File: src/rtl/wfc_pkg.sv
// shared types, constants and helpers for the word frequency counter
`timescale 1ns / 1ps

package wfc_pkg;

	localparam int BYTE_W     = 8;
	localparam int COUNT_W    = 10;
	localparam int SLOT_W     = 5;
	localparam int DISTINCT_W = 6;

	localparam logic [COUNT_W-1:0] COUNT_MAX  = 10'd1023;
	localparam logic [BYTE_W-1:0]  APOSTROPHE = 8'h27;
	localparam logic [BYTE_W-1:0]  NUL_CHAR   = 8'h00;

	localparam int DEF_TABLE_WORDS = 32;
	localparam int DEF_WORD_CHARS  = 64;
	localparam int DEF_INPUT_CHARS = 1024;

	// what each cell does with the byte read at the beat position
	typedef enum logic [2:0] {
		OP_NONE,        // no compare
		OP_FIRST,       // first char of a word: match = eq
		OP_NEXT,        // match = match & eq
		OP_APOS_SET,    // tentative apostrophe: apos match = match & eq
		OP_APOS_KEEP,   // apostrophe past the truncation point: apos match = match
		OP_RESUME,      // apostrophe kept: match = apos match & eq
		OP_RESUME_KEEP  // apostrophe kept, char truncated: match = apos match
	} cell_op_t;

	typedef struct packed {
		cell_op_t            op;
		logic [BYTE_W-1:0]   chr;
		logic                finish;
		logic                eot;
	} scan_evt_t;

	typedef struct packed {
		logic adv;      // stage one beat completes
		logic commit;   // a word ends and the text has not failed
		logic clear;    // end of text: drop the table
	} cell_ctl_t;

	function automatic logic is_alnum(input logic [BYTE_W-1:0] c);
		return (c >= 8'h30 && c <= 8'h39) || (c >= 8'h41 && c <= 8'h5A) ||
		       (c >= 8'h61 && c <= 8'h7A);
	endfunction

	function automatic logic [BYTE_W-1:0] to_lower(input logic [BYTE_W-1:0] c);
		return (c >= 8'h41 && c <= 8'h5A) ? c + 8'h20 : c;
	endfunction

	function automatic logic op_writes(input cell_op_t op);
		return op == OP_FIRST || op == OP_NEXT || op == OP_APOS_SET || op == OP_RESUME;
	endfunction

endpackage

File: src/rtl/wfc_scan.sv
// byte scanner: word boundaries, apostrophe hold, truncation and text position
`timescale 1ns / 1ps

module wfc_scan #(
	parameter int WORD_CHARS  = wfc_pkg::DEF_WORD_CHARS,
	parameter int INPUT_CHARS = wfc_pkg::DEF_INPUT_CHARS,
	localparam int LW = $clog2(WORD_CHARS),
	localparam int PW = $clog2(INPUT_CHARS)
) (
	input  logic                       clk,
	input  logic                       arst_n,
	input  logic                       accept,
	input  logic [wfc_pkg::BYTE_W-1:0] text_byte,
	input  logic                       byte_valid,
	input  logic                       end_of_text,
	output wfc_pkg::scan_evt_t         evt,
	output logic [LW-1:0]              wpos,
	output logic [LW-1:0]              flen
);

	localparam logic [LW-1:0] LEN_MAX = LW'(WORD_CHARS - 1);
	localparam logic [PW-1:0] POS_MAX = PW'(INPUT_CHARS - 1);

	logic          in_word_q, apos_q;
	logic [LW-1:0] len_q;
	logic [PW-1:0] pos_q;

	logic          in_word_n, apos_n;
	logic [LW-1:0] len_n, len1;
	logic [PW-1:0] pos_n;
	logic          take, room, room1, fin_word;

	always_comb begin
		take      = byte_valid && (pos_q < POS_MAX);
		room      = len_q < LEN_MAX;
		len1      = len_q + LW'(room);
		room1     = len1 < LEN_MAX;
		in_word_n = in_word_q;
		apos_n    = apos_q;
		len_n     = len_q;
		pos_n     = pos_q;
		fin_word  = 1'b0;
		wpos      = len_q;
		evt.op    = wfc_pkg::OP_NONE;
		evt.chr   = wfc_pkg::to_lower(text_byte);
		evt.eot   = end_of_text;
		if (take) begin
			pos_n = pos_q + PW'(1);
			if (text_byte == wfc_pkg::NUL_CHAR) begin
				pos_n    = POS_MAX;
				fin_word = in_word_q;
			end else if (wfc_pkg::is_alnum(text_byte)) begin
				in_word_n = 1'b1;
				if (apos_q) begin
					apos_n = 1'b0;
					wpos   = len1;
					evt.op = room1 ? wfc_pkg::OP_RESUME : wfc_pkg::OP_RESUME_KEEP;
					len_n  = len1 + LW'(room1);
				end else begin
					if (room)
						evt.op = in_word_q ? wfc_pkg::OP_NEXT : wfc_pkg::OP_FIRST;
					len_n = len_q + LW'(room);
				end
			end else if (text_byte == wfc_pkg::APOSTROPHE && in_word_q && !apos_q) begin
				apos_n  = 1'b1;
				evt.chr = wfc_pkg::APOSTROPHE;
				evt.op  = room ? wfc_pkg::OP_APOS_SET : wfc_pkg::OP_APOS_KEEP;
			end else begin
				fin_word = in_word_q;
			end
		end
		if (fin_word) begin
			in_word_n = 1'b0;
			apos_n    = 1'b0;
			len_n     = '0;
		end
		flen       = fin_word ? len_q : len_n;
		evt.finish = fin_word || (end_of_text && in_word_n);
	end

	always_ff @(posedge clk or negedge arst_n) begin
		if (!arst_n) begin
			in_word_q <= 1'b0;
			apos_q    <= 1'b0;
			len_q     <= '0;
			pos_q     <= '0;
		end else if (accept) begin
			if (end_of_text) begin
				in_word_q <= 1'b0;
				apos_q    <= 1'b0;
				len_q     <= '0;
				pos_q     <= '0;
			end else begin
				in_word_q <= in_word_n;
				apos_q    <= apos_n;
				len_q     <= len_n;
				pos_q     <= pos_n;
			end
		end
	end

endmodule

File: config.mk
export PLATFORM = sky130hd
export DESIGN_NAME = wfc_scan
export DESIGN_NICKNAME = d
export VERILOG_FILES = /design/src/rtl/wfc_pkg.sv /design/src/rtl/wfc_scan.sv
export SDC_FILE = /design/constraint.sdc
export NUM_CORES = 1
export LEC_CHECK = 0
export BUFFER_PORTS_ARGS = -buffer_cell sky130_fd_sc_hd__buf_2
export CAP_MARGIN = 20
export CORE_ASPECT_RATIO = 0.6
export CORE_MARGIN = 4
export CORE_UTILIZATION = 30
export DETAILED_ROUTE_END_ITERATION = 10
export GPL_TIMING_DRIVEN = 0
export PLACE_DENSITY_LB_ADDON = 0.3
export SLEW_MARGIN = 20
export SYNTH_ARGS = -nofsm -noshare
export SYNTH_HDL_FRONTEND = slang
export SYNTH_SLANG_ARGS = --single-unit
File: constraint.sdc
create_clock -name clk -period 10.8 [get_ports clk]
set_clock_uncertainty 0.1 [all_clocks]
set_input_delay 1.08 -clock clk [delete_from_list [all_inputs] [get_ports clk]]
set_output_delay 1.08 -clock clk [all_outputs]
set_load 0.01 [all_outputs]
# Word level (Yosys, flattened, before mapping)
# Index checks and enable logic that the tools add are counted.
totals:
  ff_bits: 18
  inputBits: 13
  elab_cells: 76
op_classes:
  n_reduce_logical: 17
  muxes: 40
  addsub: 4
  n_lt_le_gt_ge: 9
  eq_ne: 2
ops:
  columns: ["operator", "n"]
  rows:
  - ["$mux W6", 11]
  - ["$mux W11", 3]
  - ["$mux W10", 3]
  - ["$ge A8 B7 Y1 const B", 2]
  - ["$le A8 B7 Y1 const B", 2]
  - ["$mux W8", 2]
  - ["$mux W1", 15]
  - ["$add A6 B1 Y6", 2]
  - ["$lt A6 B6 Y1 const B", 2]
  - ["$add A10 B1 Y10 const B", 1]
  - ["$lt A10 B10 Y1 const B", 1]
  - ["$mux W3", 3]
  - ["$add A8 B6 Y8 const B", 1]
  - ["$eq A8 B6 Y1 const B", 1]
  - ["$ge A8 B6 Y1 const B", 1]
  - ["$le A8 B6 Y1 const B", 1]
  - ["$logic_not A8 Y1", 1]
  - ["$logic_and A1 B1 Y1", 7]
  - ["$mux W2", 3]
  - ["$reduce_and A4 Y1", 1]
  - ["$reduce_bool A4 Y1", 1]
  - ["$logic_or A1 B1 Y1", 3]
  - ["$ne A3 B3 Y1 const B", 1]
  - ["$reduce_bool A3 Y1", 1]
  - ["other kinds (3)", 3]

# Depth between registers and ports, before layout
logic_depth:
  word_depth: 10
  depth_mapped: 18

# Least setup slack after synthesis
# Ideal clock, no wire load.
synth_timing:
  path_type: "reg2out"
  startpoint: "reg len_q[4]"
  endpoint: "out flen[4]"
  arrival_ps: 3539
  slack_ps: 6081
  stages_incl_launch_ff: 19
  t_required_ps: 9620
  cell_sequence: "dfrtp_1 clkbuf_1 and4_1 and3_1 inv_1 ha_1 ha_1 clkbuf_1 nor2b_1 o21ai_1 and2_1 or3_1 ha_1 ha_1 and4_1 a41oi_1 o21ai_0 nand3_1 xnor2_1"
synth_between:
  elab_chain_len: 10
synth_rtl:
  columns: ["element", "line_no", "source"]
  rows:
  - ["from (decl)", "wfc_scan.sv:25", "logic [LW-1:0] len_q;"]
  - ["from (signal assigned)", "wfc_scan.sv:96", "len_q <= len_n;"]
  - ["$lt A6 B6 Y1", "wfc_scan.sv:35", "room = len_q < LEN_MAX;"]
  - ["$add A6 B1 Y6", "wfc_scan.sv:36, wfc_scan.sv:62", null]
  - ["$lt A6 B6 Y1", "wfc_scan.sv:37", "room1 = len1 < LEN_MAX;"]
  - ["$add A6 B1 Y6", "wfc_scan.sv:58", "len_n = len1 + LW'(room1);"]
  - ["$mux W6", "wfc_scan.sv:54", "if (apos_q) begin"]
  - ["$mux W6", "wfc_scan.sv:52", "end else if (wfc_pkg::is_alnum(text_byte)) begin"]
  - ["$mux W6", "wfc_scan.sv:49", "if (text_byte == wfc_pkg::NUL_CHAR) begin"]
  - ["$mux W6", "wfc_scan.sv:47", "if (take) begin"]
  - ["$mux W6", "wfc_scan.sv:72", "if (fin_word) begin"]
  - ["$mux W6 (*)", "wfc_scan.sv:77", "flen = fin_word ? len_q : len_n;"]
  - ["to (decl)", "wfc_scan.sv:18", "output logic [LW-1:0] flen"]
# Every way passes the cells marked *; elsewhere a longest branch is shown, timed or not.

# Worst setup path in the final report
# Ends and elaborated chain as after synthesis.

==> flow_summary.toml <==
[drt]
vias = 1822
vias_per_cell = 5.36
initialDrtViolationCount = 186
drt-total-wl_um = 5140
ant_nets = 0
drc = 0
first_pass_iters = 4
routedWlPerCell_um = 15.1

[grt]
use_met2 = 0.175
track_usage = 0.138
overflow = 0
grt_pass1_wl_um = 8070
grt_busiest_layer = "met1"
grt_use_met3 = 0.0316
grt_max_degree = 19
antenna_found_initial = 0
use_met1 = 0.228
grt_pass1_vias = 1570

[timing]
tightestPinTransition_ps = 525
fin_crit_ps = 5640
fin_setup_tns_ps = 0
whs_ps = 398
hold_violations = 0
relSlewSlack = 0.650
setup_viol = 0
rsz0062_at_grt = "false"
finalCritPeriodShare = 0.523
setup_ws_ps = 5160
final-max-slew-violation-count = 0
fmax_mhz = 177

[clock_tree]
cts_resized = 0
cts_buffer_depth = 2
htreeDepth = 1
cts-root-buf = "clkbuf_8"
cts_sinks = 18
clkLatencyLatePin_ps = 260
holdBufCountCts = 0
numCtsBuffers = 3
path_clk_slew_ps = 80
cts_tree = "built"
post_cts_buffers = 0

[setup_path]
worst-r2r-setup-slack_ps = 6330
required_ps = 9620
crit_chain = "clkbuf_1 -> and4_1 -> and3_1 -> inv_1 -> ha_1 -> ha_1 -> clkbuf_1 -> nor2b_1 -> o21ai_1 -> and2_1 -> or3_1 -> ha_1 -> ha_1 -> and4_1 -> a41oi_1 -> o21ai_0 -> nand3_1 -> xnor2_1 -> buf_2"
crit_path_end_kind = "output port"
r2r-start = "len_q[4]"
reg2reg_to = "len_q[4]"
critPathMaxFanout = 9
worstPathArrival_ps = 4460
crit_path_start_kind = "flop"
worstRegToRegCells = 18
critical_path_class = "reg2out"
cpPeakStageDelay_ps = 400
endpoint = "flen[4]"
crit_path_frequent_cell = "ha_1"
crit_start = "len_q[4]"
cp_slowest_cell = "or3_1"

[status]
status = "complete, no violations"

[yosys]
synth_fp_nets = 239
seq_area_frac_synth = 0.243
synth-edff-count = 0
synth_common_cells = "a21oi_1 (18), dfrtp_1 (18), nor2_1 (14)"
ys_warn_count = 0
synth_seq_cells = 18
synth_cell_types = 60
ys.flop_type = "dfrtp_1"
yosys.area.top_type = "dfrtp_1"
synth_top_area_frac = 0.243
synth_area_leaders = "dfrtp_1 (24%), a21oi_1 (4.9%), ha_1 (4.7%)"
netlist_instances = 219
avgSynthCellArea_um2 = 8.47
async_reset_ff_frac = 1.00
synthesis.area_um2 = 1860

[flow_run]
maxCapViolations = 0

[placed_design]
globalplace.congestion = 0.852
place_ws_ps = 5490
placed_cell_area_um2 = 2140
place_hpwl_um = 3850
numPortBuffers = 37

[final_layout]
fin_area_um2 = 2200
layout.nets = 281
drive_above_1_share = 0.238
area_delta_synth_final_pct = 18.3
antenna_cells = 0
nFillCells = 617

[floorplanning]
fp.dieH_um = 68.9
std_cell_rows = 21
core_um2 = 5780
die-area_um2 = 7550
die_width_um = 110
io_pins = 38
start_util = 0.321

[power_and_ir_drop]
fin_total_pwr_mw = 0.190
ir_drop_mv = 0.0470
leakage_nw = 0.974
powerDensity_nw_per_um2 = 86.7

[hold_path]
min_path_type = "reg2reg"
cells in the final DEF, fill, tap and decap left out, types with 4 or more instances in the layout:
master    instances
nand4_1          10
a32o_1            4
inv_1             8
o21ai_0           8
clkbuf_1         11
xnor2_1           8
a21oi_1          18
buf_2            38
nand3_1          13
ha_1              7
a21o_1            5
nor2_1           14
and3_1            5
nand2b_1          5
nand2_1          11
mux2_4            4
clkbuf_8          4
dfrtp_1          18
power breakdown:
group | internal [mW] | total [mW] | switching (mW)
clock network | 0.0325 | 0.0587 | 0.0262
registers | 0.0704 | 0.0742 | 0.00373
logic | 0.0243 | 0.0575 | 0.0333
total | 0.127 | 0.190 | 0.0632
how the worst min path moves through the flow:
stage | startpoint | endpoint | slack, ps | depth (start not counted)
2_1_floorplan | pos_q[9] | pos_q[9] | 360 | 1
3_3_place_gp | pos_q[9] | pos_q[9] | 380 | 1
3_5_place_dp | pos_q[9] | pos_q[9] | 380 | 1
4_1_cts | pos_q[9] | pos_q[9] | 400 | 1
5_1_grt | pos_q[9] | pos_q[9] | 430 | 1
6_report | pos_q[9] | pos_q[9] | 400 | 1
cells by family after synthesis:
| logic type | synth area share |
|---|---|
| buffers and inverters | 0.0708 |
| AOI/OAI and AO/OA | 0.292 |
| xor gates and xnor gates | 0.0472 |
| muxes | 0.0566 |
| and+or+nand+nor | 0.243 |
| DFF | 0.243 |
| adders and majority gates | 0.0472 |
cell type report:
cell class | instances | area, µm² | share of cell area
repair buffers | 37 | 185 | 0.0843
multi-input cells | 175 | 1270 | 0.580
inverters | 8 | 30.0 | 0.0137
plain buffers | 18 | 101 | 0.0462
flip-flops and latches | 18 | 450 | 0.205
clock buffers | 4 | 55.1 | 0.0251
well taps | 80 | 100 | 0.0456
registers in the layout, indices dropped and copies added, names as in the netlist:
signal,flops
pos_q,10
len_q,6
apos_q,1
in_word_q,1
worst max-delay path, delay by kind of cell, from the launching register on:
family / cells / cell delay, ps
DFF: 1 / 320
and+or+nand+nor: 7 / 1600
AOI/OAI and AO/OA: 3 / 430
adders and majority gates: 4 / 910
buffers and inverters: 4 / 820
xor gates and xnor gates: 1 / 110
stage by stage:
step,utilization,std cells
2_1_floorplan,-,219
6_report,0.380,340
4_1_cts,0.380,340
3_5_place_dp,0.370,336
5_1_grt,0.380,340
3_3_place_gp,0.370,336
layer usage:
metal / vias to the layer above / part of all wire
li1: 913 / -
met1: 834 / 0.57
met2: 71 / 0.35
met3: 4 / 0.073
met4: 0 / 0.0027
met5: - / 0
Note: power is estimated with default switching activity, not from simulation.
