==> config.mk <==
export PLATFORM = sky130hd
export DESIGN_NAME = wfc_cell
export DESIGN_NICKNAME = d
export VERILOG_FILES = /design/src/rtl/wfc_pkg.sv /design/src/rtl/wfc_cell.sv
export SDC_FILE = /design/constraint.sdc
export NUM_CORES = 1
export LEC_CHECK = 0
export ABC_AREA = 0
export ABC_CLOCK_PERIOD_IN_PS = 1610
export BUFFER_PORTS_ARGS = -buffer_cell sky130_fd_sc_hd__buf_2
export CAP_MARGIN = 15
export CORE_MARGIN = 4
export CORE_UTILIZATION = 50
export DETAILED_ROUTE_END_ITERATION = 16
export GPL_ROUTABILITY_DRIVEN = 1
export HOLD_SLACK_MARGIN = 0.15
export PLACE_DENSITY = 0.69
export SLEW_MARGIN = 40
export SYNTH_ARGS = -nofsm -noshare
export SYNTH_HDL_FRONTEND = slang
export SYNTH_SLANG_ARGS = --single-unit
export TNS_END_PERCENT = 20
==> constraint.sdc <==
create_clock -name clk -period 1.61 [get_ports clk]
set_input_delay 0.0805 -clock clk [delete_from_list [all_inputs] [get_ports clk]]
set_output_delay 0.0805 -clock clk [all_outputs]
set_load 0.005 [all_outputs]
==> src/rtl/wfc_pkg.sv <==
// shared types, constants and helpers for the word frequency counter
`timescale 1ns / 1ps

package wfc_pkg;

	localparam int BYTE_W     = 8;
	localparam int COUNT_W    = 10;
	localparam int SLOT_W     = 5;
	localparam int DISTINCT_W = 6;

	localparam logic [COUNT_W-1:0] COUNT_MAX  = 10'd1023;
	localparam logic [BYTE_W-1:0]  APOSTROPHE = 8'h27;
	localparam logic [BYTE_W-1:0]  NUL_CHAR   = 8'h00;

	localparam int DEF_TABLE_WORDS = 32;
	localparam int DEF_WORD_CHARS  = 64;
	localparam int DEF_INPUT_CHARS = 1024;

	// what each cell does with the byte read at the beat position
	typedef enum logic [2:0] {
		OP_NONE,        // no compare
		OP_FIRST,       // first char of a word: match = eq
		OP_NEXT,        // match = match & eq
		OP_APOS_SET,    // tentative apostrophe: apos match = match & eq
		OP_APOS_KEEP,   // apostrophe past the truncation point: apos match = match
		OP_RESUME,      // apostrophe kept: match = apos match & eq
		OP_RESUME_KEEP  // apostrophe kept, char truncated: match = apos match
	} cell_op_t;

	typedef struct packed {
		cell_op_t            op;
		logic [BYTE_W-1:0]   chr;
		logic                finish;
		logic                eot;
	} scan_evt_t;

	typedef struct packed {
		logic adv;      // stage one beat completes
		logic commit;   // a word ends and the text has not failed
		logic clear;    // end of text: drop the table
	} cell_ctl_t;

	function automatic logic is_alnum(input logic [BYTE_W-1:0] c);
		return (c >= 8'h30 && c <= 8'h39) || (c >= 8'h41 && c <= 8'h5A) ||
		       (c >= 8'h61 && c <= 8'h7A);
	endfunction

	function automatic logic [BYTE_W-1:0] to_lower(input logic [BYTE_W-1:0] c);
		return (c >= 8'h41 && c <= 8'h5A) ? c + 8'h20 : c;
	endfunction

	function automatic logic op_writes(input cell_op_t op);
		return op == OP_FIRST || op == OP_NEXT || op == OP_APOS_SET || op == OP_RESUME;
	endfunction

endpackage

==> src/rtl/wfc_cell.sv <==
// one table entry: stored word, length, count and a running match against the word in flight
`timescale 1ns / 1ps

module wfc_cell #(
	parameter int WORD_CHARS = wfc_pkg::DEF_WORD_CHARS,
	localparam int LW = $clog2(WORD_CHARS),
	localparam int AW = (WORD_CHARS > 2) ? $clog2(WORD_CHARS - 1) : 1
) (
	input  logic                        clk,
	input  logic                        arst_n,
	input  logic                        rd_en,
	input  logic [LW-1:0]               rd_pos,
	input  wfc_pkg::scan_evt_t          evt_s1,
	input  logic [LW-1:0]               wpos_s1,
	input  logic [LW-1:0]               flen_s1,
	input  wfc_pkg::cell_ctl_t          ctl,
	input  logic                        is_free,
	input  logic                        insert,
	output logic                        hit,
	output logic [wfc_pkg::COUNT_W-1:0] count
);

	logic [wfc_pkg::BYTE_W-1:0]  mem [WORD_CHARS-1];
	logic [wfc_pkg::BYTE_W-1:0]  rd_q;
	logic                        used_q, match_q, apos_match_q;
	logic [LW-1:0]               len_q;
	logic [wfc_pkg::COUNT_W-1:0] cnt_q;
	logic                        eq, match_n, apos_match_n, wen;

	assign wen   = ctl.adv && is_free && wfc_pkg::op_writes(evt_s1.op);
	assign eq    = rd_q == evt_s1.chr;
	assign count = cnt_q;

	always_comb begin
		match_n      = match_q;
		apos_match_n = apos_match_q;
		case (evt_s1.op)
			wfc_pkg::OP_NONE:        ;
			wfc_pkg::OP_FIRST:       match_n      = eq;
			wfc_pkg::OP_NEXT:        match_n      = match_q & eq;
			wfc_pkg::OP_APOS_SET:    apos_match_n = match_q & eq;
			wfc_pkg::OP_APOS_KEEP:   apos_match_n = match_q;
			wfc_pkg::OP_RESUME:      match_n      = apos_match_q & eq;
			wfc_pkg::OP_RESUME_KEEP: match_n      = apos_match_q;
			default:                 ;
		endcase
		hit = used_q && match_n && (len_q == flen_s1);
	end

	// word store, write-first toward a read of the same byte
	always_ff @(posedge clk) begin
		if (wen)
			mem[wpos_s1[AW-1:0]] <= evt_s1.chr;
		if (rd_en)
			rd_q <= (wen && wpos_s1 == rd_pos) ? evt_s1.chr : mem[rd_pos[AW-1:0]];
	end

	always_ff @(posedge clk) begin
		if (ctl.adv) begin
			match_q      <= match_n;
			apos_match_q <= apos_match_n;
			if (insert) begin
				len_q <= flen_s1;
				cnt_q <= wfc_pkg::COUNT_W'(1);
			end else if (ctl.commit && hit && cnt_q != wfc_pkg::COUNT_MAX) begin
				cnt_q <= cnt_q + wfc_pkg::COUNT_W'(1);
			end
		end
	end

	always_ff @(posedge clk or negedge arst_n) begin
		if (!arst_n) begin
			used_q <= 1'b0;
		end else if (ctl.adv) begin
			if (ctl.clear)
				used_q <= 1'b0;
			else if (insert)
				used_q <= 1'b1;
		end
	end

endmodule

== After elaboration in Yosys (flattened, before gate mapping) ==
Memories as Yosys holds them, arrays and structs flattened. A register that Yosys moved wholly into a read port is not among the register bits.
Cells that the tools add are included.
Storage, ports and cells
  register bits after elaboration: 19
  bits in latches: 0
  bits in writable memories: 504
  ROM bits: 0
  output and inout bits: 11
  word-level logic and storage cells: 41
  memories kept: 1
Memories
  mem: depth 63, bits a word 8, read ports 1, clocked after Yosys merged registers in 1, wr ports 1, line wfc_cell.sv:23  | logic [wfc_pkg::BYTE_W-1:0] mem [WORD_CHARS-1];
Operators by class
  add/subtract/negate cells: 1
  multipliers: 0
  div/mod/pow operators: 0
  order comparisons: 0
  eq/ne operators: 9
  shifts and indexed selects: 0
  muxes and demuxes: 7
  bitwise logic cells: 2
  reductions and logical operators: 16
Operators with widths (count)
  10-bit by 1-bit adder with 10-bit output, second input constant: 1
  10-bit two-way mux: 1
  10-bit != test, second input constant: 1
  3-bit == test, second input constant: 3
  8-bit == test: 1
  2-bit AND reduction: 4
  3-bit by 2-bit == test with 1-bit output, second input constant: 2
  6-bit == test: 1
  1-bit logical AND: 6
  2-bit nonzero test: 3
  1-bit two-way mux: 4
  1-bit one-hot mux with 4 select lines: 1
  3-bit by 1-bit == test with 1-bit output, second input constant: 1
  1-bit logical OR: 3
  1-bit AND: 2
  1-bit one-hot mux with 2 select lines: 1

== Logic depth before layout (Yosys ltp) ==
Gate-level depths: netlist of the first run.
  depth after elaboration: 9
  mapped depth: 9
  depth with buffers taken out: 5

== Worst setup path after synthesis of the first run ==
Ideal clock, no wire load.
  path kind: input to register
  from: in rd_pos[0]
  to: reg rd_q[3] in the netlist's numbering, read port of mem, data pin
  data arrival time: 1.513 ns
  data required time: 1.338 ns
  setup slack: -0.175 ns
  stages: 7
  buffers on the path: 2
  cells stage by stage: buf_6 -> buf_12 -> mux4_1 -> mux2_2 -> o221ai_1 -> and3b_1 -> o31ai_1
RTL lines
  from (decl): line wfc_cell.sv:12  | input logic [LW-1:0] rd_pos,
  to (decl): line wfc_cell.sv:24  | logic [wfc_pkg::BYTE_W-1:0] rd_q;

== Worst setup path after layout of the first run ==
  from: reg rd_q[5] in the netlist's numbering, read port of mem
  to: out hit
On the way
  longest elaborated chain between the ends: 5
  elaborated cells between the ends (all ways): 6
  those cells by class: eq/ne: 1; mux: 1; bitwise: 2; reduce/logical: 2
Ends and longest elaborated chain
  8-bit == test *: line wfc_cell.sv:31  | assign eq = rd_q == evt_s1.chr;
  1-bit AND, on equally long branches: line wfc_cell.sv:43, wfc_cell.sv:40
  1-bit one-hot mux with 4 select lines *: line wfc_cell.sv:37  | case (evt_s1.op)
  net match_n: line wfc_cell.sv:28  | logic eq, match_n, apos_match_n, wen;
  1-bit logical AND * (2 in a row): line wfc_cell.sv:47  | hit = used_q && match_n && (len_q == flen_s1);
  to (decl): line wfc_cell.sv:19  | output logic hit,
Mark *: on every way through the listed nets, which the timed path passes. The rest lies on a longest branch.

==> impl_metrics.xml, run 1 <==
<?xml version="1.0" encoding="UTF-8"?>
<metrics>
  <group name="outcome">
    <metric name="result_of_the_run" unit="">complete, but fails checks</metric>
    <metric name="failed_checks" unit="">setup timing</metric>
  </group>
  <group name="die">
    <metric name="floorplan.initialDensity" unit="%">50.7</metric>
    <metric name="io_pins" unit="">50</metric>
    <metric name="fp.dieW" unit="µm">215</metric>
    <metric name="design.die.area" unit="µm²">46000</metric>
    <metric name="floorplan.core_area" unit="µm²">42000</metric>
    <metric name="num_rows" unit="">75</metric>
    <metric name="dieHeight" unit="µm">215</metric>
  </group>
  <group name="timing">
    <metric name="skew" unit="ps">17.8</metric>
    <metric name="endpoints_failing_setup" unit="">19</metric>
    <metric name="final_setup_slack_of_the_worst_path" unit="ps">-569</metric>
    <metric name="finalCritPeriodShare" unit="%">135</metric>
    <metric name="period_minus_slack" unit="ps">2180</metric>
    <metric name="fmax" unit="GHz">0.459</metric>
    <metric name="timing_hold_violations_final" unit="">0</metric>
    <metric name="relSlewSlack" unit="%">46.8</metric>
    <metric name="rsz_0062_raised_after_global_routing" unit="">true</metric>
    <metric name="slew_viol_final" unit="">0</metric>
    <metric name="setup_tns" unit="ps">-5500</metric>
    <metric name="max_slew.worst_pin.slew" unit="ps">798</metric>
  </group>
  <group name="global_routing">
    <metric name="wire_length_of_the_first_global_routing_pass" unit="mm">74.1</metric>
    <metric name="grt_antenna_before_repair" unit="">1</metric>
    <metric name="grt-ovfl-total" unit="">0</metric>
    <metric name="maximum_number_of_pins_on_one_net_before_global_route_repair" unit="">65</metric>
    <metric name="first_global_vias" unit="">11700</metric>
    <metric name="global_route.usage.total" unit="%">21.2</metric>
  </group>
  <group name="worst_setup_path">
    <metric name="cp.required" unit="ps">1530</metric>
    <metric name="worstSetupStartpointType" unit="">flip-flop</metric>
    <metric name="timing.setup.critical_path_class" unit="">reg -&gt; out</metric>
    <metric name="max_fo_critical_path" unit="">2</metric>
    <metric name="critical_path.endpoint_type" unit="">output pin</metric>
    <metric name="timing.critical_path.arrival" unit="ps">2100</metric>
  </group>
  <group name="synthesis">
    <metric name="synth_simple_gate_area_share" unit="%">4.81</metric>
    <metric name="yosys_register_bits" unit="">531</metric>
    <metric name="post_syn_nets" unit="">1170</metric>
    <metric name="synth_area_per_cell" unit="µm²">18.9</metric>
    <metric name="synthesized_area_fraction_occupied_by_xor_and_xnor_cells" unit="%">1.03</metric>
    <metric name="synth_top_family_by_area" unit="">multiplexers</metric>
    <metric name="fraction_of_the_mapped_netlist_area_in_compound_gates" unit="%">3.87</metric>
    <metric name="synth_cell_type_count" unit="">53</metric>
    <metric name="synth_common_cells" unit="">530 x sky130_fd_sc_hd__edfxtp_1, 90 x sky130_fd_sc_hd__nor2_1, 80 x sky130_fd_sc_hd__mux2_2, 74 x sky130_fd_sc_hd__mux4_2, 37 x sky130_fd_sc_hd__nand2_1</metric>
    <metric name="dominantRegCellSynth" unit="">sky130_fd_sc_hd__edfxtp_1</metric>
    <metric name="post_synth_instance_area" unit="µm²">21300</metric>
    <metric name="synth.largest_area_cell" unit="">sky130_fd_sc_hd__edfxtp_1</metric>
    <metric name="yosys_warnings" unit="">0</metric>
    <metric name="synth.yosys.seq_area_share" unit="%">74.8</metric>
    <metric name="synth_enable_flop_cells" unit="">530</metric>
    <metric name="yosys.area_share.adder" unit="%">0.0587</metric>
    <metric name="synthArstFlopShare" unit="%">0.188</metric>
    <metric name="yosysMostFrequentCell" unit="">sky130_fd_sc_hd__edfxtp_1</metric>
    <metric name="yosys-top-cells-area" unit="">sky130_fd_sc_hd__edfxtp_1 75%, sky130_fd_sc_hd__mux4_2 7.8%, sky130_fd_sc_hd__mux2_2 4.2%</metric>
    <metric name="post-synth-top-area-fraction" unit="%">74.6</metric>
    <metric name="synthCells" unit="">1130</metric>
    <metric name="synth.area.mux_share" unit="%">13.7</metric>
  </group>
  <group name="place">
    <metric name="area_of_placed_instances" unit="µm²">23100</metric>
    <metric name="dp_hpwl" unit="mm">30.6</metric>
    <metric name="numPortBuffers" unit="">47</metric>
    <metric name="gpl.final_weighted_congestion" unit="">0.883</metric>
  </group>
  <group name="drt">
    <metric name="detail_route.first_pass.iterations" unit="">5</metric>
    <metric name="drt-initial-drc-count" unit="">1044</metric>
    <metric name="postRouteWirelength" unit="mm">48.5</metric>
    <metric name="wl_per_cell" unit="µm">25.5</metric>
    <metric name="routed-via-count" unit="">11300</metric>
    <metric name="drt-vias-per-instance" unit="">5.96</metric>
    <metric name="detail_route.drc_violations" unit="">0</metric>
    <metric name="ant_nets" unit="">0</metric>
  </group>
  <group name="layout">
    <metric name="flow.area_growth_from_synthesis" unit="%">17.9</metric>
    <metric name="finish.utilization" unit="%">59.8</metric>
    <metric name="finalNetCount" unit="">1363</metric>
    <metric name="drive_above_1_share" unit="%">36.2</metric>
    <metric name="final_design_area_no_fill" unit="µm²">25100</metric>
    <metric name="diodes" unit="">0</metric>
  </group>
  <group name="clocking">
    <metric name="cts_made_buffers" unit="">51</metric>
    <metric name="worst_skew_pair.late_latency" unit="ps">600</metric>
    <metric name="maximum_buffer_depth_of_the_clock_tree" unit="">3</metric>
    <metric name="worst_setup_hold_path_clk_slew" unit="ps">60</metric>
    <metric name="tritoncts_num_sinks" unit="">531</metric>
    <metric name="cts_tree" unit="">yes</metric>
    <metric name="clockRootBuffer" unit="">sky130_fd_sc_hd__clkbuf_16</metric>
    <metric name="h-tree-depth" unit="">2</metric>
  </group>
  <group name="job">
    <metric name="cap_viol_max_count" unit="">0</metric>
  </group>
  <group name="pwr">
    <metric name="p_total" unit="mW">28.5</metric>
    <metric name="power.density" unit="nW/µm²">1130</metric>
    <metric name="p_leak" unit="nW">8.11</metric>
    <metric name="max-vdd-ir-drop" unit="µV">889</metric>
  </group>
  <group name="min_path">
    <metric name="hold_class" unit="">in -&gt; reg</metric>
  </group>
</metrics>
==> kinds of logic (layout without fill, tap and decap cells) <==
| logic type | Yosys count | count (layout) |
|---|---|---|
| AO/OA/AOI/OAI | 118 | 119 |
| XOR/XNOR | 25 | 25 |
| adder cells (fa/ha/maj) | 1 | 1 |
| buffers and inverters | 62 | 294 |
| flip-flops | 531 | 531 |
| multiplexers | 182 | 182 |
| AND/OR/NAND/NOR | 211 | 211 |
==> placed cells by master, fill, tap and decap left out, types with 7 or more instances in the layout <==
cell,synthesis,layout
sky130_fd_sc_hd__clkbuf_1,15,16
sky130_fd_sc_hd__nor2_2,0,46
sky130_fd_sc_hd__xor2_1,9,9
sky130_fd_sc_hd__o22ai_1,29,29
sky130_fd_sc_hd__buf_12,1,17
sky130_fd_sc_hd__o21ai_0,10,10
sky130_fd_sc_hd__o211ai_1,9,9
sky130_fd_sc_hd__mux2_4,0,7
sky130_fd_sc_hd__nor2b_1,14,14
sky130_fd_sc_hd__nor2_1,90,40
sky130_fd_sc_hd__xnor2_1,16,15
sky130_fd_sc_hd__edfxtp_1,530,530
sky130_fd_sc_hd__dlygate4sd3_1,0,18
sky130_fd_sc_hd__mux2_2,80,73
sky130_fd_sc_hd__o221ai_1,15,8
sky130_fd_sc_hd__clkbuf_16,0,52
sky130_fd_sc_hd__mux4_2,74,78
sky130_fd_sc_hd__buf_2,15,45
sky130_fd_sc_hd__nand3_1,29,29
sky130_fd_sc_hd__a21oi_1,11,11
sky130_fd_sc_hd__nand2_1,37,36
sky130_fd_sc_hd__buf_4,14,118
sky130_fd_sc_hd__clkinv_1,0,8
sky130_fd_sc_hd__a22oi_1,29,27
sky130_fd_sc_hd__mux2i_1,24,24
==> sequential cells by signal, indices dropped and copies added, names as in the netlist <==
register and flops:
len_q 6, used_q 1, count 10, rd_q 8, mem 504, apos_match_q 1
match_q 1
==> stage by stage <==
step	cells	hold WS [ps]	setup WS, ps
CTS	1902	181	-556
finish	1902	186	-569
global placement	1788	-145	-748
floorplan	1130	-215	-105
detailed placement	1788	-144	-799
global route	1902	221	-693
==> worst paths after layout <==
| path | endpoint | cells after the start | slack (ps) | start |
|---|---|---|---|---|
| worst max-delay path | hit | 7 | -570 | rd_q[5] |
| worst min-delay path | mem[60][5] | 5 | 190 | wpos_s1[1] |
| worst max register to register | rd_q[2] | 5 | -330 | mem[55][2] |
| worst min register to register | apos_match_q | 1 | 590 | match_q |
| max in group asynchronous | used_q | 3 | 1190 | arst_n |
| min in group asynchronous | used_q | 3 | 320 | arst_n |
==> layer usage <==
metal  vias to the layer above  GRT usage (%)  part of all wire (%)
met5                         -              0                 0.027
met4                         2           6.74                   2.9
met3                        94           4.24                   6.9
met2                       422           34.7                    49
met1                      5843           29.1                    41
li1                       4967              -                     -
==> power breakdown <==
part / internal [mW] / switching (mW)
Clock: 6.41 / 4.97
Combinational: 0.783 / 1.02
Sequential: 15.3 / 0.0329
==> critical path, stage by stage, from the launching register on <==
cell and delay, ps:
sky130_fd_sc_hd__edfxtp_1 380, sky130_fd_sc_hd__xnor2_1 170, sky130_fd_sc_hd__nand4_1 130, sky130_fd_sc_hd__buf_4 190, sky130_fd_sc_hd__o32ai_2 250, sky130_fd_sc_hd__a32o_2 170
sky130_fd_sc_hd__and2_1 120, sky130_fd_sc_hd__buf_2 110
==> cell type report <==
cell class              count  area (µm²)
fillers                  3041       16900
flip-flops and latches    531       15900
multi-input cells         538        5300
repair buffers            200        1650
clock buffers              71        1400
well taps                 539         674
clock inverters            22         176
inverters                   1        3.75
==> what timing repair did <==
action,in CTS,in global routing
setup buffers,2,0
setup endpoints to repair,76,372
hold endpoints to repair,43,0
gates resized for setup,33,51
gates cloned,1,0
pin swaps,15,7
hold buffers,18,0
Power figures use the tool's default switching activity.
==> inputs of run 2 (changes only) <==
--- a/config.mk
+++ b/config.mk
@@ -7,14 +7,15 @@
 export LEC_CHECK = 0
 export ABC_AREA = 0
 export ABC_CLOCK_PERIOD_IN_PS = 1610
-export BUFFER_PORTS_ARGS = -buffer_cell sky130_fd_sc_hd__buf_2
 export CAP_MARGIN = 15
-export CORE_MARGIN = 4
+export CORE_ASPECT_RATIO = 0.9
+export CORE_MARGIN = 5
 export CORE_UTILIZATION = 50
 export DETAILED_ROUTE_END_ITERATION = 16
+export DONT_BUFFER_PORTS = 1
 export GPL_ROUTABILITY_DRIVEN = 1
 export HOLD_SLACK_MARGIN = 0.15
-export PLACE_DENSITY = 0.69
+export PLACE_DENSITY = 0.68
 export SLEW_MARGIN = 40
 export SYNTH_ARGS = -nofsm -noshare
 export SYNTH_HDL_FRONTEND = slang
==> impl_metrics.xml, run 2 (synthesized netlist as in run 1, its figures left out) <==
<?xml version="1.0" encoding="UTF-8"?>
<metrics>
  <group name="worst_setup_path">
    <metric name="slowest_delay" unit="ps">400</metric>
    <metric name="timing.setup.critical_path_class" unit="">reg -&gt; out</metric>
    <metric name="timing.critical_path.arrival" unit="ps">2000</metric>
    <metric name="r2r.worst_path.cells" unit="">5</metric>
    <metric name="cp_slowest_cell" unit="">sky130_fd_sc_hd__edfxtp_1</metric>
    <metric name="worstSetupPathDepth" unit="">5</metric>
    <metric name="worst_path_dominant_cell_family" unit="">compound AO/OA/AOI/OAI gates</metric>
    <metric name="max_fo_critical_path" unit="">2</metric>
    <metric name="crit_chain" unit="">xnor2_1 &gt; nand4_1 &gt; o32ai_2 &gt; a32o_2 &gt; and2_4</metric>
    <metric name="cp.required" unit="ps">1530</metric>
    <metric name="worstSetupStartpointType" unit="">flip-flop</metric>
    <metric name="critical_path.endpoint_type" unit="">output pin</metric>
    <metric name="critical_path_buf_inv_count" unit="">0</metric>
  </group>
  <group name="clocking">
    <metric name="tritoncts_num_sinks" unit="">531</metric>
    <metric name="cts_made_buffers" unit="">52</metric>
    <metric name="worst_setup_hold_path_clk_slew" unit="ps">60</metric>
    <metric name="cts_tree" unit="">yes</metric>
    <metric name="clockRootBuffer" unit="">sky130_fd_sc_hd__clkbuf_16</metric>
    <metric name="h-tree-depth" unit="">2</metric>
    <metric name="worst_skew_pair.late_latency" unit="ps">600</metric>
    <metric name="maximum_buffer_depth_of_the_clock_tree" unit="">3</metric>
  </group>
  <group name="timing">
    <metric name="rsz_0062_raised_after_global_routing" unit="">true</metric>
    <metric name="finalCritPeriodShare" unit="%">129</metric>
    <metric name="setup_tns" unit="ps">-5090</metric>
    <metric name="relSlewSlack" unit="%">29.9</metric>
    <metric name="slew_viol_final" unit="">0</metric>
    <metric name="skew" unit="ps">13.6</metric>
    <metric name="max_slew.worst_pin.slew" unit="ps">1050</metric>
    <metric name="timing_hold_violations_final" unit="">0</metric>
    <metric name="endpoints_failing_setup" unit="">32</metric>
    <metric name="period_minus_slack" unit="ps">2080</metric>
    <metric name="fmax" unit="GHz">0.480</metric>
    <metric name="final_setup_slack_of_the_worst_path" unit="ps">-473</metric>
    <metric name="worst_case_hold_slack" unit="ps">104</metric>
  </group>
  <group name="place">
    <metric name="dp_hpwl" unit="mm">27.9</metric>
    <metric name="gpl.final_weighted_congestion" unit="">0.825</metric>
    <metric name="dp.cells" unit="">1738</metric>
    <metric name="area_of_placed_instances" unit="µm²">22600</metric>
    <metric name="numPortBuffers" unit="">0</metric>
  </group>
  <group name="drt">
    <metric name="detail_route.first_pass.iterations" unit="">5</metric>
    <metric name="ant_nets" unit="">0</metric>
    <metric name="wl_per_cell" unit="µm">26.3</metric>
    <metric name="postRouteWirelength" unit="mm">50.0</metric>
    <metric name="detail_route.drc_violations" unit="">0</metric>
    <metric name="routed-via-count" unit="">11300</metric>
    <metric name="drt-vias-per-instance" unit="">5.96</metric>
    <metric name="drt-initial-drc-count" unit="">1222</metric>
  </group>
  <group name="die">
    <metric name="floorplan.core_area" unit="µm²">42000</metric>
    <metric name="design.die.area" unit="µm²">46900</metric>
    <metric name="io_pins" unit="">50</metric>
    <metric name="dieHeight" unit="µm">206</metric>
    <metric name="num_rows" unit="">71</metric>
    <metric name="fp.dieW" unit="µm">228</metric>
    <metric name="floorplan.initialDensity" unit="%">50.7</metric>
  </group>
  <group name="min_path">
    <metric name="min_path_cells" unit="">4</metric>
    <metric name="hold_class" unit="">in -&gt; reg</metric>
  </group>
  <group name="layout">
    <metric name="flip_flop_count_of_the_largest_register_all_copies_and_words_added" unit="">504</metric>
    <metric name="finish.utilization" unit="%">60.6</metric>
    <metric name="drive_above_1_share" unit="%">31.1</metric>
    <metric name="flow.area_growth_from_synthesis" unit="%">19.4</metric>
    <metric name="final_cell_mix" unit="">530 x sky130_fd_sc_hd__edfxtp_1, 104 x sky130_fd_sc_hd__buf_4, 79 x sky130_fd_sc_hd__nor2_1</metric>
    <metric name="finalNetCount" unit="">1350</metric>
    <metric name="final_design_area_no_fill" unit="µm²">25500</metric>
    <metric name="final_common_cell" unit="">sky130_fd_sc_hd__edfxtp_1</metric>
    <metric name="diodes" unit="">0</metric>
    <metric name="layoutNonFillerInstCount" unit="">1897</metric>
  </group>
  <group name="outcome">
    <metric name="failed_checks" unit="">setup timing</metric>
    <metric name="result_of_the_run" unit="">complete, but fails checks</metric>
  </group>
  <group name="pwr">
    <metric name="cell_internal_pwr" unit="mW">23.2</metric>
    <metric name="power.share.clock" unit="%">42.3</metric>
    <metric name="comb_power_share" unit="%">5.2</metric>
    <metric name="power_switching_share" unit="%">20.3</metric>
    <metric name="power.density" unit="nW/µm²">1150</metric>
    <metric name="max-vdd-ir-drop" unit="µV">982</metric>
    <metric name="p_sw" unit="mW">5.93</metric>
    <metric name="share_seq_of_total_power" unit="%">52.5</metric>
    <metric name="p_leak" unit="nW">8.25</metric>
  </group>
  <group name="global_routing">
    <metric name="grt_antenna_before_repair" unit="">0</metric>
    <metric name="maximum_number_of_pins_on_one_net_before_global_route_repair" unit="">154</metric>
    <metric name="global_route.usage.total" unit="%">21.2</metric>
    <metric name="first_global_vias" unit="">11300</metric>
    <metric name="grt-ovfl-total" unit="">0</metric>
    <metric name="wire_length_of_the_first_global_routing_pass" unit="mm">73.3</metric>
  </group>
  <group name="job">
    <metric name="cap_viol_max_count" unit="">0</metric>
  </group>
</metrics>
==> run 2: worst register-to-register path: stages (launching register included) <==
cell	delay, ps
sky130_fd_sc_hd__edfxtp_1	370
sky130_fd_sc_hd__mux4_2	480
sky130_fd_sc_hd__a22oi_1	280
sky130_fd_sc_hd__a21oi_1	150
sky130_fd_sc_hd__and3b_2	320
sky130_fd_sc_hd__o31ai_1	70
==> run 2: timing repair <==
action | CTS | global route
endpoints found under the setup margin | 19 | 525
gates resized for setup | 19 | 51
hold buffers | 50 | 11
hold endpoints to repair | 999 | 142
buffers inserted | 1 | 4
gates cloned | 0 | 1
pin swaps | 8 | 10
==> run 2: power by group through the flow <==
stage	Combinational (mW)	Sequential [mW]	Clock, mW
after global routing	1.60	15.3	13.2
after global placement	0.924	15.6	0
after detailed placement	0.933	15.6	0
final	1.51	15.3	12.4
after floorplan	0.868	15.6	0
after CTS	1.35	15.3	12.6
==> run 2: metrics by stage <==
step,worst slack [ps],power (mW)
after CTS,-494,29.2
final,-473,29.2
after global routing,-617,30.1
after floorplan,-105,16.5
after detailed placement,-340,16.5
after global placement,-349,16.5
==> run 2: area by class of cell <==
| class | count | area, µm² |
|---|---|---|
| Clock buffer | 62 | 1340 |
| Clock inverter | 32 | 383 |
| Fill cell | 2978 | 16600 |
| Inverter | 1 | 3.75 |
| Multi-Input combinational cell | 538 | 5210 |
| Sequential cell | 531 | 15900 |
| Tap cell | 547 | 684 |
| Timing Repair Buffer | 186 | 1900 |
==> run 2: metal layers <==
layer	global-route usage [%]	wire length (µm)	share of wire, %
met3	5.34	4490	9.0
met5	0	0	0
met2	32.5	23500	47
met1	31.4	21200	42
met4	4.42	790	1.6
==> run 2: final timing paths <==
check                            from      endpoint  slack (ps)
setup / recovery              rd_q[4]           hit        -470
hold / removal              evt_s1[3]  apos_match_q         100
setup reg to reg           mem[45][1]       rd_q[1]        -300
hold reg to reg               match_q  apos_match_q         580
max in group asynchronous      arst_n        used_q        1210
min in group asynchronous      arst_n        used_q         280
==> inputs of run 3 (changes only) <==
--- a/config.mk
+++ b/config.mk
@@ -5,7 +5,7 @@
 export SDC_FILE = /design/constraint.sdc
 export NUM_CORES = 1
 export LEC_CHECK = 0
-export ABC_AREA = 0
+export ABC_AREA = 1
 export ABC_CLOCK_PERIOD_IN_PS = 1610
 export CAP_MARGIN = 15
 export CORE_ASPECT_RATIO = 0.9
==> impl_metrics.xml, run 3 <==
<?xml version="1.0" encoding="UTF-8"?>
<metrics>
  <group name="outcome">
    <metric name="result_of_the_run" unit="">complete, but fails checks</metric>
    <metric name="failed_checks" unit="">hold timing, setup timing</metric>
  </group>
  <group name="synthesis">
    <metric name="synth_enable_flop_cells" unit="">530</metric>
    <metric name="post_syn_nets" unit="">1956</metric>
    <metric name="synth_common_cells" unit="">633 x sky130_fd_sc_hd__nand2_1, 530 x sky130_fd_sc_hd__edfxtp_1, 457 x sky130_fd_sc_hd__nand3_1, 94 x sky130_fd_sc_hd__nor2_1, 49 x sky130_fd_sc_hd__buf_2</metric>
    <metric name="post-synth-top-area-fraction" unit="%">71.9</metric>
    <metric name="dominantRegCellSynth" unit="">sky130_fd_sc_hd__edfxtp_1</metric>
    <metric name="synthCells" unit="">1916</metric>
    <metric name="synthArstFlopShare" unit="%">0.188</metric>
    <metric name="synth_cell_type_count" unit="">34</metric>
    <metric name="yosys_warnings" unit="">0</metric>
    <metric name="yosys_register_bits" unit="">531</metric>
    <metric name="yosysMostFrequentCell" unit="">sky130_fd_sc_hd__nand2_1</metric>
    <metric name="post_synth_instance_area" unit="µm²">22100</metric>
    <metric name="synth.yosys.seq_area_share" unit="%">72.0</metric>
    <metric name="yosys-top-cells-area" unit="">sky130_fd_sc_hd__edfxtp_1 72%, sky130_fd_sc_hd__nand2_1 11%, sky130_fd_sc_hd__nand3_1 10%</metric>
    <metric name="synth.largest_area_cell" unit="">sky130_fd_sc_hd__edfxtp_1</metric>
    <metric name="synth_area_per_cell" unit="µm²">11.6</metric>
  </group>
  <group name="timing">
    <metric name="slew_viol_final" unit="">0</metric>
    <metric name="period_minus_slack" unit="ps">1980</metric>
    <metric name="timing_hold_violations_final" unit="">1</metric>
    <metric name="skew" unit="ps">22.8</metric>
    <metric name="max_slew.worst_pin.slew" unit="ps">698</metric>
    <metric name="setup_tns" unit="ps">-2410</metric>
    <metric name="worst_case_hold_slack" unit="ps">-87.4</metric>
    <metric name="endpoints_failing_setup" unit="">11</metric>
    <metric name="finalCritPeriodShare" unit="%">123</metric>
    <metric name="rsz_0062_raised_after_global_routing" unit="">true</metric>
    <metric name="relSlewSlack" unit="%">53.3</metric>
    <metric name="final_setup_slack_of_the_worst_path" unit="ps">-369</metric>
    <metric name="fmax" unit="GHz">0.505</metric>
  </group>
  <group name="worst_setup_path">
    <metric name="worst_r2r_startpoint" unit="">count[0]</metric>
    <metric name="critical_path.endpoint_type" unit="">output pin</metric>
    <metric name="max_fo_critical_path" unit="">2</metric>
    <metric name="cp.required" unit="ps">1530</metric>
    <metric name="timing.critical_path.arrival" unit="ps">1900</metric>
    <metric name="worst_setup_path_end" unit="">hit</metric>
    <metric name="reg2reg_setup_slack" unit="ps">-220</metric>
    <metric name="critical_path.reg2reg.endpoint" unit="">count[7]</metric>
    <metric name="setup.worst_path.start" unit="">rd_q[2]</metric>
    <metric name="timing.setup.critical_path_class" unit="">reg -&gt; out</metric>
    <metric name="worstSetupStartpointType" unit="">flip-flop</metric>
    <metric name="r2r.worst_path.cells" unit="">10</metric>
  </group>
  <group name="clocking">
    <metric name="worst_setup_hold_path_clk_slew" unit="ps">60</metric>
    <metric name="clockRootBuffer" unit="">sky130_fd_sc_hd__clkbuf_16</metric>
    <metric name="cts_made_buffers" unit="">52</metric>
    <metric name="h-tree-depth" unit="">2</metric>
    <metric name="worst_skew_pair.late_latency" unit="ps">580</metric>
    <metric name="maximum_buffer_depth_of_the_clock_tree" unit="">3</metric>
    <metric name="tritoncts_num_sinks" unit="">531</metric>
    <metric name="cts_tree" unit="">yes</metric>
  </group>
  <group name="pwr">
    <metric name="power.density" unit="nW/µm²">1110</metric>
    <metric name="p_leak" unit="nW">9.51</metric>
    <metric name="max-vdd-ir-drop" unit="µV">776</metric>
  </group>
  <group name="global_routing">
    <metric name="first_global_vias" unit="">14600</metric>
    <metric name="global_route.usage.total" unit="%">23.0</metric>
    <metric name="grt-ovfl-total" unit="">0</metric>
    <metric name="maximum_number_of_pins_on_one_net_before_global_route_repair" unit="">251</metric>
    <metric name="grt_antenna_before_repair" unit="">2</metric>
    <metric name="wire_length_of_the_first_global_routing_pass" unit="mm">85.9</metric>
  </group>
  <group name="layout">
    <metric name="flow.area_growth_from_synthesis" unit="%">17.3</metric>
    <metric name="final_cell_mix" unit="">625 x sky130_fd_sc_hd__nand2_1, 530 x sky130_fd_sc_hd__edfxtp_1, 437 x sky130_fd_sc_hd__nand3_1</metric>
    <metric name="drive_above_1_share" unit="%">12.6</metric>
    <metric name="final_common_cell" unit="">sky130_fd_sc_hd__nand2_1</metric>
    <metric name="finish.utilization" unit="%">59.0</metric>
    <metric name="final_design_area_no_fill" unit="µm²">26000</metric>
    <metric name="finalNetCount" unit="">2083</metric>
    <metric name="flip_flop_count_of_the_largest_register_all_copies_and_words_added" unit="">504</metric>
    <metric name="layout.filler_cells" unit="">3456</metric>
  </group>
  <group name="die">
    <metric name="floorplan.core_area" unit="µm²">44000</metric>
    <metric name="dieHeight" unit="µm">210</metric>
    <metric name="num_rows" unit="">73</metric>
    <metric name="io_pins" unit="">50</metric>
    <metric name="floorplan.initialDensity" unit="%">50.3</metric>
    <metric name="design.die.area" unit="µm²">48600</metric>
    <metric name="fp.dieW" unit="µm">232</metric>
  </group>
  <group name="job">
    <metric name="cap_viol_max_count" unit="">0</metric>
  </group>
  <group name="place">
    <metric name="numPortBuffers" unit="">0</metric>
    <metric name="gpl.final_weighted_congestion" unit="">0.847</metric>
    <metric name="dp_hpwl" unit="mm">30.9</metric>
    <metric name="area_of_placed_instances" unit="µm²">23300</metric>
  </group>
  <group name="drt">
    <metric name="detail_route.drc_violations" unit="">0</metric>
    <metric name="drt-initial-drc-count" unit="">1838</metric>
    <metric name="wl_per_cell" unit="µm">21.3</metric>
    <metric name="ant_nets" unit="">0</metric>
    <metric name="detail_route.first_pass.iterations" unit="">6</metric>
    <metric name="postRouteWirelength" unit="mm">57.2</metric>
    <metric name="drt-vias-per-instance" unit="">5.62</metric>
    <metric name="routed-via-count" unit="">15100</metric>
  </group>
  <group name="min_path">
    <metric name="hold_class" unit="">in -&gt; reg</metric>
  </group>
</metrics>
run 3: changes by cell type after synthesis, moves of 8 or more:
cell / before / now
sky130_fd_sc_hd__inv_1: 1 / 31
sky130_fd_sc_hd__buf_2: 15 / 49
sky130_fd_sc_hd__mux2_2: 80 / 0
sky130_fd_sc_hd__nand3_1: 29 / 457
sky130_fd_sc_hd__xnor2_1: 16 / 8
sky130_fd_sc_hd__nor2b_1: 14 / 0
sky130_fd_sc_hd__buf_4: 14 / 24
sky130_fd_sc_hd__a22oi_1: 29 / 0
sky130_fd_sc_hd__o221ai_1: 15 / 1
sky130_fd_sc_hd__o22ai_1: 29 / 0
sky130_fd_sc_hd__mux4_2: 74 / 0
sky130_fd_sc_hd__o211ai_1: 9 / 0
sky130_fd_sc_hd__nand2_1: 37 / 633
sky130_fd_sc_hd__mux2i_1: 24 / 0
run 3: cell families after synthesis:
| family | share of synthesized area [%] |
|---|---|
| XOR/XNOR | 0.554 |
| AO/OA/AOI/OAI | 0.401 |
| flip-flops | 72.0 |
| buffers and inverters | 3.44 |
| adder cells (fa/ha/maj) | 0.0565 |
| AND/OR/NAND/NOR | 23.5 |
run 3: what timing repair did:
item / CTS / global route
cloned: 0 / 1
setup endpoints to repair: 11 / 19
hold buffers: 53 / 6
buffers inserted: 0 / 4
pin swaps: 0 / 15
resized for setup: 3 / 33
hold endpoints to repair: 656 / 197
run 3: per-stage QoR:
step                      setup WS [ps]  instances  power [mW]
after floorplan                    -106       1916        16.7
after global routing               -550       2684        29.9
final                              -369       2684        28.9
after detailed placement           -325       2526        16.9
after global placement             -330       2526        16.9
after CTS                          -376       2673        29.0
run 3: power breakdown:
group          switching, mW  internal [mW]
clock network           5.02           6.71
logic                   1.24          0.657
registers             0.0285           15.3
run 3: worst max-delay path, stage by stage, from the launching register on:
cell and delay (ps):
sky130_fd_sc_hd__edfxtp_1 380, sky130_fd_sc_hd__xnor2_1 170, sky130_fd_sc_hd__nand2_1 80, sky130_fd_sc_hd__nor2_2 140, sky130_fd_sc_hd__nand3_2 100, sky130_fd_sc_hd__nand2_1 60, sky130_fd_sc_hd__o21ai_1 60, sky130_fd_sc_hd__nand2_1 90
sky130_fd_sc_hd__buf_4 120, sky130_fd_sc_hd__and2_4 130
run 3: area by class of cell:
| cell class | instances | area [µm²] | area share, % |
|---|---|---|---|
| inverters | 35 | 140 | 0.540 |
| clock inverters | 37 | 325 | 1.25 |
| repair buffers | 179 | 1880 | 7.24 |
| clock buffers | 57 | 1320 | 5.09 |
| flip-flops and latches | 531 | 15900 | 61.4 |
| multi-input cells | 1244 | 5600 | 21.6 |
| well taps | 600 | 751 | 2.89 |
| diodes | 1 | 2.50 | 0.00964 |
run 3: routing by layer:
metal	track usage (%)	routed length, µm	up-vias
met5	0	13	-
met4	6.82	1670	2
met3	5.18	6640	122
met2	34.5	25600	787
met1	34.1	23200	7182
li1	-	-	6992
run 3: worst min path at each step:
stage	from	endpoint	slack [ps]	cells after the start
after floorplan	arst_n	used_q	-220	0
after global placement	arst_n	used_q	-220	0
after detailed placement	arst_n	used_q	-220	0
after CTS	evt_s1[5]	mem[1][3]	-420	0
after global routing	evt_s1[11]	match_q	-70	3
final	evt_s1[11]	match_q	-90	3
